File: config.mk
export PLATFORM = sky130hd
export DESIGN_NAME = irc_format_code_parser_top
export DESIGN_NICKNAME = d
export VERILOG_FILES = /design/src/hw/rtl/irc_pkg.sv /design/src/hw/rtl/irc_front.sv /design/src/hw/rtl/irc_fifo.sv /design/src/hw/rtl/irc_emit.sv /design/src/hw/rtl/irc_format_code_parser_top.sv
export SDC_FILE = /design/constraint.sdc
export NUM_CORES = 1
export LEC_CHECK = 0
export ABC_AREA = 1
export ABC_CLOCK_PERIOD_IN_PS = 8400
export BUFFER_PORTS_ARGS = -buffer_cell sky130_fd_sc_hd__buf_2
export CORE_MARGIN = 1
export CORE_UTILIZATION = 31
export CTS_CLUSTER_DIAMETER = 200
export DETAILED_ROUTE_END_ITERATION = 10
export GPL_TIMING_DRIVEN = 0
export HOLD_SLACK_MARGIN = 0.15
export SETUP_SLACK_MARGIN = 0.2
export SLEW_MARGIN = 20
export SYNTH_ARGS = -nofsm -noshare
export SYNTH_HDL_FRONTEND = slang
export SYNTH_SLANG_ARGS = --single-unit
File: constraint.sdc
create_clock -name clk -period 8.4 [get_ports clk]
set_input_delay 0 -clock clk [delete_from_list [all_inputs] [get_ports clk]]
set_output_delay 0 -clock clk [all_outputs]
set_load 0.02 [all_outputs]
File: src/hw/rtl/irc_pkg.sv
// ----------------------------------------------------------------------------
// irc_pkg: shared types and constants of the IRC format code parser
// Control byte codes, parse phases, request and result records, and the
// record pair that travels from the front end to the result side.
// ----------------------------------------------------------------------------
`default_nettype none

package irc_pkg;

  localparam int COLUMN_BITS_DEF = 10;
  localparam int MAXC_W          = 10;
  localparam int CFG_DATA_W      = 10;
  localparam int CFG_INDEX_W     = 2;
  localparam int QDEPTH          = 4;

  localparam logic [CFG_INDEX_W-1:0] CFG_COLOUR_EN = 2'd0;
  localparam logic [CFG_INDEX_W-1:0] CFG_MAX_COLS  = 2'd1;

  localparam logic [MAXC_W-1:0] MAX_COLS_RESET = 10'd80;

  localparam logic [7:0] BYTE_BOLD      = 8'h02;
  localparam logic [7:0] BYTE_COLOUR    = 8'h03;
  localparam logic [7:0] BYTE_RESET     = 8'h0F;
  localparam logic [7:0] BYTE_REVERSE   = 8'h16;
  localparam logic [7:0] BYTE_ITALIC    = 8'h1D;
  localparam logic [7:0] BYTE_UNDERLINE = 8'h1F;
  localparam logic [7:0] BYTE_SPACE     = 8'd32;
  localparam logic [7:0] BYTE_COMMA     = 8'h2C;
  localparam logic [7:0] BYTE_ZERO      = 8'h30;
  localparam logic [7:0] BYTE_NINE      = 8'h39;

  typedef enum logic [5:0] {
    PH_TEXT    = 6'b000001,
    PH_CTRL    = 6'b000010,
    PH_FG_ONE  = 6'b000100,
    PH_FG_DONE = 6'b001000,
    PH_COMMA   = 6'b010000,
    PH_BG_ONE  = 6'b100000
  } phase_t;

  typedef struct packed {
    logic [7:0] text_byte;
    logic       line_last;
  } in_t;

  typedef struct packed {
    logic       shown_valid;
    logic [7:0] shown_byte;
    logic       char_start;
    logic       bold_on;
    logic       underline_on;
    logic       italic_on;
    logic       reverse_on;
    logic       fg_valid;
    logic [3:0] fg_index;
    logic       line_end;
    logic       run_last;
  } out_t;

  // one or two results caused by a single request
  typedef struct packed {
    logic two;
    out_t r0;
    out_t r1;
  } pair_t;

  typedef struct packed {
    logic  head_valid;
    pair_t head;
  } qhead_t;

endpackage

`default_nettype wire

File: src/hw/rtl/irc_front.sv
// ----------------------------------------------------------------------------
// irc_front: request classifier and line state
// Takes one byte per request, updates the attribute and parse state, and
// pushes the one or two results it causes, if any, as a pair into the queue.
// ----------------------------------------------------------------------------
`default_nettype none

module irc_front
  import irc_pkg::*;
#(
  parameter int COLUMN_BITS = COLUMN_BITS_DEF
) (
  input  wire logic                   clk,
  input  wire logic                   rst,
  input  wire logic                   byte_valid,
  output logic                        byte_stall,
  input  wire in_t                    byte_item,
  input  wire logic                   cfg_we,
  input  wire logic [CFG_INDEX_W-1:0] cfg_index,
  input  wire logic [CFG_DATA_W-1:0]  cfg_data,
  input  wire logic                   q_full,
  output logic                        q_push,
  output pair_t                       q_data
);

  localparam int CMP_W = (COLUMN_BITS > MAXC_W) ? COLUMN_BITS : MAXC_W;

  typedef struct packed {
    logic                   bold;
    logic                   underline;
    logic                   italic;
    logic                   reverse;
    logic                   cset;
    logic [3:0]             cidx;
    phase_t                 ph;
    logic [6:0]             acc;
    logic [1:0]             cont;
    logic [COLUMN_BITS-1:0] cnt;
  } st_t;

  typedef struct packed {
    st_t  s;
    logic hit;
    out_t r;
  } tstep_t;

  typedef struct packed {
    logic [1:0] n;
    out_t       r0;
    out_t       r1;
  } res_t;

  logic              colour_en;
  logic [MAXC_W-1:0] max_cols;
  st_t               st;
  st_t               st_next;
  res_t              res;
  logic              accept;

  function automatic st_t clear_state();
    st_t s;
    s = '0;
    s.ph = PH_TEXT;
    return s;
  endfunction

  function automatic out_t mk(st_t s, logic [7:0] b, logic start);
    out_t r;
    r              = '0;
    r.shown_valid  = 1'b1;
    r.shown_byte   = b;
    r.char_start   = start;
    r.bold_on      = s.bold;
    r.underline_on = s.underline;
    r.italic_on    = s.italic;
    r.reverse_on   = s.reverse;
    r.fg_valid     = s.cset;
    r.fg_index     = s.cset ? s.cidx : 4'd0;
    return r;
  endfunction

  function automatic tstep_t text_in(st_t s, logic [7:0] b, logic [MAXC_W-1:0] maxc);
    tstep_t t;
    logic [1:0] len_m1;
    t     = '0;
    t.s   = s;
    len_m1 = 2'd0;
    if (CMP_W'(s.cnt) < CMP_W'(maxc)) begin
      case (b)
        BYTE_BOLD:      t.s.bold      = ~s.bold;
        BYTE_UNDERLINE: t.s.underline = ~s.underline;
        BYTE_ITALIC:    t.s.italic    = ~s.italic;
        BYTE_REVERSE:   t.s.reverse   = ~s.reverse;
        BYTE_RESET: begin
          t.s.bold      = 1'b0;
          t.s.underline = 1'b0;
          t.s.italic    = 1'b0;
          t.s.reverse   = 1'b0;
          t.s.cset      = 1'b0;
          t.s.cidx      = 4'd0;
        end
        BYTE_COLOUR: begin
          t.s.ph  = PH_CTRL;
          t.s.acc = 7'd0;
        end
        default: begin
          if (b >= BYTE_SPACE) begin
            // UTF-8 lead byte sets how many continuation bytes pass through
            if (b[7] == 1'b0)             len_m1 = 2'd0;
            else if (b[7:5] == 3'b110)    len_m1 = 2'd1;
            else if (b[7:4] == 4'b1110)   len_m1 = 2'd2;
            else if (b[7:3] == 5'b11110)  len_m1 = 2'd3;
            else                          len_m1 = 2'd0;
            t.hit    = 1'b1;
            t.r      = mk(s, b, 1'b1);
            t.s.cont = len_m1;
            if (s.cnt != {COLUMN_BITS{1'b1}}) begin
              t.s.cnt = s.cnt + 1'b1;
            end
          end
        end
      endcase
    end
    return t;
  endfunction

  function automatic res_t push(res_t a, tstep_t t);
    res_t o;
    o = a;
    if (t.hit) begin
      if (a.n == 2'd0) o.r0 = t.r;
      else             o.r1 = t.r;
      o.n = a.n + 2'd1;
    end
    return o;
  endfunction

  function automatic st_t apply_fg(st_t s, logic present, logic cen);
    st_t o;
    o = s;
    if (!present) begin
      o.cset = 1'b0;
      o.cidx = 4'd0;
    end else if (cen) begin
      o.cset = 1'b1;
      o.cidx = s.acc[3:0];
    end
    return o;
  endfunction

  always_comb begin
    st_t        s;
    tstep_t     t;
    res_t       a;
    logic [7:0] b;
    logic       digit;
    s     = st;
    t     = '0;
    a     = '0;
    b     = byte_item.text_byte;
    digit = (b >= BYTE_ZERO) && (b <= BYTE_NINE);
    if (s.cont != 2'd0) begin
      t     = '0;
      t.hit = 1'b1;
      t.r   = mk(s, b, 1'b0);
      a     = push(a, t);
      s.cont = s.cont - 2'd1;
    end else begin
      case (s.ph)
        PH_TEXT: begin
          t = text_in(s, b, max_cols);
          s = t.s;
          a = push(a, t);
        end
        PH_CTRL, PH_FG_ONE: begin
          if (digit) begin
            if (s.ph == PH_CTRL) begin
              s.acc = {3'b000, b[3:0]};
              s.ph  = PH_FG_ONE;
            end else begin
              s.acc = (s.acc << 3) + (s.acc << 1) + {3'b000, b[3:0]};
              s     = apply_fg(s, 1'b1, colour_en);
              s.ph  = PH_FG_DONE;
            end
          end else begin
            s = apply_fg(s, s.ph == PH_FG_ONE, colour_en);
            if (b == BYTE_COMMA) begin
              s.ph = PH_COMMA;
            end else begin
              s.ph = PH_TEXT;
              t = text_in(s, b, max_cols);
              s = t.s;
              a = push(a, t);
            end
          end
        end
        PH_FG_DONE: begin
          if (b == BYTE_COMMA) begin
            s.ph = PH_COMMA;
          end else begin
            s.ph = PH_TEXT;
            t = text_in(s, b, max_cols);
            s = t.s;
            a = push(a, t);
          end
        end
        PH_COMMA: begin
          if (digit) begin
            s.ph = PH_BG_ONE;
          end else begin
            // bare comma is text, then the byte after it
            s.ph = PH_TEXT;
            t = text_in(s, BYTE_COMMA, max_cols);
            s = t.s;
            a = push(a, t);
            t = text_in(s, b, max_cols);
            s = t.s;
            a = push(a, t);
          end
        end
        PH_BG_ONE: begin
          s.ph = PH_TEXT;
          if (!digit) begin
            t = text_in(s, b, max_cols);
            s = t.s;
            a = push(a, t);
          end
        end
        default: begin
          s.ph = PH_TEXT;
          t = text_in(s, b, max_cols);
          s = t.s;
          a = push(a, t);
        end
      endcase
    end
    if (byte_item.line_last) begin
      if (s.ph == PH_COMMA) begin
        s.ph = PH_TEXT;
        t = text_in(s, BYTE_COMMA, max_cols);
        s = t.s;
        a = push(a, t);
      end
      if (a.n == 2'd0) begin
        // marker result for a line whose last byte shows nothing
        a.r0 = '0;
        a.n  = 2'd1;
      end
      if (a.n == 2'd2) a.r1.line_end = 1'b1;
      else             a.r0.line_end = 1'b1;
      s = clear_state();
    end
    if (a.n == 2'd2)      a.r1.run_last = 1'b1;
    else if (a.n != 2'd0) a.r0.run_last = 1'b1;
    st_next = s;
    res     = a;
  end

  assign byte_stall = q_full;
  assign accept     = byte_valid && !q_full;
  assign q_push     = accept && (res.n != 2'd0);
  assign q_data     = '{two: (res.n == 2'd2), r0: res.r0, r1: res.r1};

  always_ff @(posedge clk) begin
    if (rst) begin
      st        <= clear_state();
      colour_en <= 1'b1;
      max_cols  <= MAX_COLS_RESET;
    end else begin
      if (accept) begin
        st <= st_next;
      end
      if (cfg_we) begin
        case (cfg_index)
          CFG_COLOUR_EN: colour_en <= cfg_data[0];
          CFG_MAX_COLS:  max_cols  <= cfg_data[MAXC_W-1:0];
          default: ;
        endcase
      end
    end
  end

endmodule

`default_nettype wire

File: src/hw/rtl/irc_fifo.sv
// ----------------------------------------------------------------------------
// irc_fifo: result pair queue
// Short queue between the front end and the result side so that each can
// stall on its own.
// ----------------------------------------------------------------------------
`default_nettype none

module irc_fifo
  import irc_pkg::*;
(
  input  wire logic  clk,
  input  wire logic  rst,
  input  wire logic  push,
  input  wire pair_t push_data,
  input  wire logic  pop,
  output logic       full,
  output qhead_t     head
);

  localparam int PTR_W = (QDEPTH > 1) ? $clog2(QDEPTH) : 1;
  localparam int CNT_W = $clog2(QDEPTH + 1);

  pair_t            mem [QDEPTH];
  logic [PTR_W-1:0] wr_ptr;
  logic [PTR_W-1:0] rd_ptr;
  logic [CNT_W-1:0] count;
  logic             do_pop;

  assign full   = (count == CNT_W'(QDEPTH));
  assign do_pop = pop && (count != '0);
  assign head   = '{head_valid: (count != '0), head: mem[rd_ptr]};

  always_ff @(posedge clk) begin
    if (push) begin
      mem[wr_ptr] <= push_data;
    end
  end

  always_ff @(posedge clk) begin
    if (rst) begin
      wr_ptr <= '0;
      rd_ptr <= '0;
      count  <= '0;
    end else begin
      if (push) begin
        wr_ptr <= (wr_ptr == PTR_W'(QDEPTH - 1)) ? '0 : wr_ptr + 1'b1;
      end
      if (do_pop) begin
        rd_ptr <= (rd_ptr == PTR_W'(QDEPTH - 1)) ? '0 : rd_ptr + 1'b1;
      end
      if (push && !do_pop) begin
        count <= count + 1'b1;
      end else if (do_pop && !push) begin
        count <= count - 1'b1;
      end
    end
  end

endmodule

`default_nettype wire

File: src/hw/rtl/irc_emit.sv
// ----------------------------------------------------------------------------
// irc_emit: result sequencer
// Hands out the results of the head pair one at a time and pops the pair
// once its last result has been taken.
// ----------------------------------------------------------------------------
`default_nettype none

module irc_emit
  import irc_pkg::*;
(
  input  wire logic   clk,
  input  wire logic   rst,
  input  wire qhead_t head,
  output logic        pop,
  output logic        res_valid,
  input  wire logic   res_stall,
  output out_t        res_item
);

  logic sub;
  logic taken;

  assign res_valid = head.head_valid;
  assign res_item  = sub ? head.head.r1 : head.head.r0;
  assign taken     = res_valid && !res_stall;
  assign pop       = taken && (sub || !head.head.two);

  always_ff @(posedge clk) begin
    if (rst) begin
      sub <= 1'b0;
    end else if (taken) begin
      // advance to the second result, or back to the first on pop
      sub <= !pop;
    end
  end

endmodule

`default_nettype wire

File: src/hw/rtl/irc_format_code_parser_top.sv
// ----------------------------------------------------------------------------
// irc_format_code_parser_top: IRC formatting code parser
// Turns raw chat line bytes into displayable bytes tagged with attributes.
// ----------------------------------------------------------------------------
// One byte request is taken per clock while the four-entry result queue has
// room; its first result can be taken on the next clock. The result side
// delivers one result per clock while res_stall is low, so a byte that causes
// two results (a bare comma shown together with the following character)
// holds the port until both are taken, and the result port sets the sustained
// rate: one request per clock when each causes at most one result, otherwise
// one result per clock. Configuration writes take effect on the next clock.
`default_nettype none

module irc_format_code_parser_top
  import irc_pkg::*;
#(
  parameter int COLUMN_BITS = COLUMN_BITS_DEF
) (
  input  wire logic                   clk,
  input  wire logic                   rst,
  input  wire logic                   byte_valid,
  output logic                        byte_stall,
  input  wire in_t                    byte_item,
  output logic                        res_valid,
  input  wire logic                   res_stall,
  output out_t                        res_item,
  input  wire logic                   cfg_we,
  input  wire logic [CFG_INDEX_W-1:0] cfg_index,
  input  wire logic [CFG_DATA_W-1:0]  cfg_data
);

  logic   q_full;
  logic   q_push;
  pair_t  q_data;
  logic   q_pop;
  qhead_t q_head;

  irc_front #(
    .COLUMN_BITS(COLUMN_BITS)
  ) u_front (
    .clk        (clk),
    .rst        (rst),
    .byte_valid (byte_valid),
    .byte_stall (byte_stall),
    .byte_item  (byte_item),
    .cfg_we     (cfg_we),
    .cfg_index  (cfg_index),
    .cfg_data   (cfg_data),
    .q_full     (q_full),
    .q_push     (q_push),
    .q_data     (q_data)
  );

  irc_fifo u_fifo (
    .clk       (clk),
    .rst       (rst),
    .push      (q_push),
    .push_data (q_data),
    .pop       (q_pop),
    .full      (q_full),
    .head      (q_head)
  );

  irc_emit u_emit (
    .clk       (clk),
    .rst       (rst),
    .head      (q_head),
    .pop       (q_pop),
    .res_valid (res_valid),
    .res_stall (res_stall),
    .res_item  (res_item)
  );

  a_marker_at_end: assert property (@(posedge clk) disable iff (rst)
    res_valid && !res_item.shown_valid |-> res_item.line_end && res_item.run_last)
    else $error("result without a byte outside line end");

  a_end_is_last: assert property (@(posedge clk) disable iff (rst)
    res_valid && res_item.line_end |-> res_item.run_last)
    else $error("line end not on the last result of its request");

  a_full_has_output: assert property (@(posedge clk) disable iff (rst)
    byte_stall |-> res_valid)
    else $error("requests stalled with no result pending");

  a_default_colour: assert property (@(posedge clk) disable iff (rst)
    res_valid && !res_item.fg_valid |-> res_item.fg_index == 4'd0)
    else $error("colour index set without a foreground colour");

endmodule

`default_nettype wire

==> results.sh <==
export IMPL_drc=0
export IMPL_numCtsBuffers=25
export IMPL_h_tree_depth=1
export IMPL_clk_latency_ns=0.56
export IMPL_critPathTopFamily="simple AND/OR/NAND/NOR gates"
export IMPL_fin_crit_ns=7.54
export IMPL_gp_congestion=0.945
export IMPL_clk_path_buf_depth=3
export IMPL_dr_pass1_iters=6
export IMPL_end_kind="flop"
export IMPL_synthFlopType="edfxtp_1"
export IMPL_vdd_drop_max_mv=0.128
export IMPL_rows=75
export IMPL_dpl_worst_slack_ns=0.508
export IMPL_grt_antenna_before_repair=1
export IMPL_setup_ws_ns=0.857
export IMPL_grt_pass1_wl_mm=68.3
export IMPL_netlist_area_um2=13300
export IMPL_initial_core_util_pct=31.6
export IMPL_leakagePower_nw=6.08
export IMPL_wl_per_cell_um=18.6
export IMPL_io_pins=49
export IMPL_critPathSlowestCell="fa_1"
export IMPL_grt_max_degree=24
export IMPL_cap_violations=0
export IMPL_cp_arrival_ns=7.97
export IMPL_synth_nets=1762
export IMPL_holdWs_ns=0.192
export IMPL_netlist_cell_type_count=58
export IMPL_cts_tree="yes"
export IMPL_dr_total_vias=12600
export IMPL_worstMarginPinSlew_ns=0.954
export IMPL_dieArea_um2=43800
export IMPL_crit_path_max_fanout=10
export IMPL_wl_met1_mm=19.2
export IMPL_final_setup_viol_count=0
export IMPL_die_w_um=209
export IMPL_crit_type="flop to flop"
export IMPL_fillers=4337
export IMPL_avgSynthCellArea_um2=7.86
export IMPL_antenna_cells=0
export IMPL_wl_mm=44.0
export IMPL_ys_seq_area_share_pct=44.8
export IMPL_hold_viol_final=0
export IMPL_die_h_um=209
export IMPL_grt_pass1_vias=12100
export IMPL_top_layer="met5"
export IMPL_wl_met3_mm=3.37
export IMPL_final_nets=1872
export IMPL_drive_above_1_share_pct=8.85
export IMPL_syn_to_final_growth_pct=16.2
export IMPL_crit_required_ns=8.82
export IMPL_ant_nets=0
export IMPL_hp_class="primary input to flop"
export IMPL_p_per_area_nw_per_um2=236
export IMPL_yosys_warnings=0
export IMPL_fmax_mhz=133
export IMPL_io_buffers=46
export IMPL_dpl_hpwl_mm=32.4
export IMPL_relSlewSlack_pct=35.9
export IMPL_fp_coreArea_um2=42100
export IMPL_overflow=0
export IMPL_finalMaxSlewViolations=0
export IMPL_synth_edff_count=164
export IMPL_drtIter0Drc=1212
export IMPL_cts_sinks=216
export IMPL_clkTransAtPathRegs_ns=0.06
export IMPL_avgViaCountPerCell=5.36
export IMPL_status="finished, final reports clean"
export IMPL_fin_crit_sh_pct=89.8
export IMPL_startpoint_type="flop"
export IMPL_root_buffer="clkbuf_16"
export IMPL_synthCells=1694
export IMPL_rsz0062_at_grt="false"
export IMPL_cp_num_buf_inv=8
export IMPL_skew_ns=0.0244
export IMPL_dr_wl_met2_mm=20.2
export IMPL_path_common_cell="nand2_1"
export IMPL_async_reset_ff_share_pct=0
export IMPL_slowest_delay_ns=0.44
export IMPL_synth_seq_cells=216
export IMPL_grtUsageTotal_pct=20.1
-- registers in the layout, indices dropped and copies added (netlist names), named ones only --
signal             count
u_front.colour_en      1
u_fifo.rd_ptr          2
u_fifo.wr_ptr          2
u_front.max_cols      10
u_fifo.mem           164
u_front.st            31
u_emit.sub             1
u_fifo.count           3
-- Yosys cell counts, types with 2 or more instances --
master       n  area (µm²)
dfxtp_1     52        1040
o41ai_1      2        17.5
nand3_4      5        87.6
buf_6        3        33.8
nand3_2      3        30.0
inv_2       11        41.3
a21boi_0     3        22.5
a311oi_1     5        43.8
clkbuf_2     2        10.0
buf_1        5        18.8
a221o_1      2        20.0
nor2_2      12        75.1
o211ai_1    20         150
nand4_1     18         113
o221ai_1     3        26.3
nor3_1      22         110
clkbuf_1    67         251
o31ai_1      8        60.1
buf_2        2        10.0
nor4_1       3        18.8
o21ai_1     12        60.1
edfxtp_1   164        4920
clkinv_1     3        11.3
a31oi_1     28         175
inv_4        2        12.5
nand2_1    288        1080
o21ai_0    205        1030
xnor2_1      5        43.8
a221oi_1     2        17.5
nand2_2     11        68.8
ha_1        41         513
nand3_1     50         250
o311ai_0     3        26.3
a211oi_1     7        52.6
a22oi_1      6        45.0
nor2_4       6        67.6
a32oi_1      4        35.0
inv_1      186         698
o2111ai_1    6        52.6
a21oi_1    112         561
xor2_1       2        17.5
nor2_1     249         935
nor2_8       2        40.0
o22ai_1     38         238
-- final timing paths --
kind                                from                               end  slack [ns]  cells past startpoint
min                         cfg_index[0]  u_front.max_cols[7]$_SDFFE_PP0P_        0.19                      4
max reg2reg   u_front.st[9]$_SDFFE_PP0P_      u_fifo.count[2]$_SDFFE_PP0P_        0.86                     46
min reg2reg  u_front.st[22]$_SDFFE_PP0P_       u_front.st[22]$_SDFFE_PP0P_        0.51                      2
max           u_front.st[9]$_SDFFE_PP0P_      u_fifo.count[2]$_SDFFE_PP0P_        0.86                     46
-- routing by layer --
metal,GRT usage (%),vias up
met1,26.8,5934
met2,33.1,533
met4,6.82,2
met5,0,-
li1,-,6075
met3,2.92,104
-- placed cells by master, fill, tap and decap left out, drive strengths merged, types with 2 or more instances in the layout --
cell,count
a211oi,8
a21boi,3
a21oi,113
a221o,2
a221oi,2
a22oi,6
a311oi,5
a31oi,28
a32oi,4
buf,62
clkbuf,101
clkinv,8
clkinvlp,3
dfxtp,52
dlygate4sd3,31
edfxtp,164
ha,41
inv,201
nand2,299
nand3,58
nand4,18
nor2,269
nor3,24
nor4,5
o2111ai,6
o211ai,20
o21ai,219
o221ai,3
o22ai,38
o311ai,3
o31ai,8
o41ai,2
xnor2,5
xor2,2
-- power by group --
| group | internal, mW | total [mW] | switching, mW |
|---|---|---|---|
| Clock | 0.582 | 1.03 | 0.447 |
| Combinational | 0.396 | 1.32 | 0.920 |
| Sequential | 1.25 | 1.30 | 0.0466 |
-- worst min-delay path, stage by stage --
cell	delay (ns)
buf_2	0.09
nand3_1	0.17
clkbuf_1	0.27
a21oi_1	0.18
-- final cells by class --
class,instances,area (µm²),area share (%)
multi-input cells,1197,6310,40.8
repair buffers,83,663,4.29
well taps,539,674,4.36
clock inverters,11,106,0.688
flip-flops and latches,216,5970,38.6
clock buffers,32,652,4.22
inverters,202,763,4.94
plain buffers,79,324,2.10
-- logic make-up after synthesis --
group	synth area share, %
simple gates	22.1
fa+ha+maj	4.00
compound gates	20.4
buf+inv	8.17
flops	44.8
xor+xnor	0.461
-- metrics by stage --
step           power [mW]  utilization, %  TNS, ns  instances  cell area [µm²]
2_1_floorplan        2.17               -        0       1694            13300
3_3_place_gp         2.59            33.7  -251.25       2279            14200
3_5_place_dp         2.62            34.1        0       2284            14400
4_1_cts              3.66            36.6        0       2358            15400
5_1_grt              3.86            36.7        0       2359            15500
6_report             3.64            36.7        0       2359            15500
-- timing repair --
item,CTS,global route
hold buffers,31,0
endpoints found under the setup margin,0,167
endpoints found under the hold margin,69,0
resized for setup,0,5
setup buffers,0,1
(Power assumes the default switching activity.)
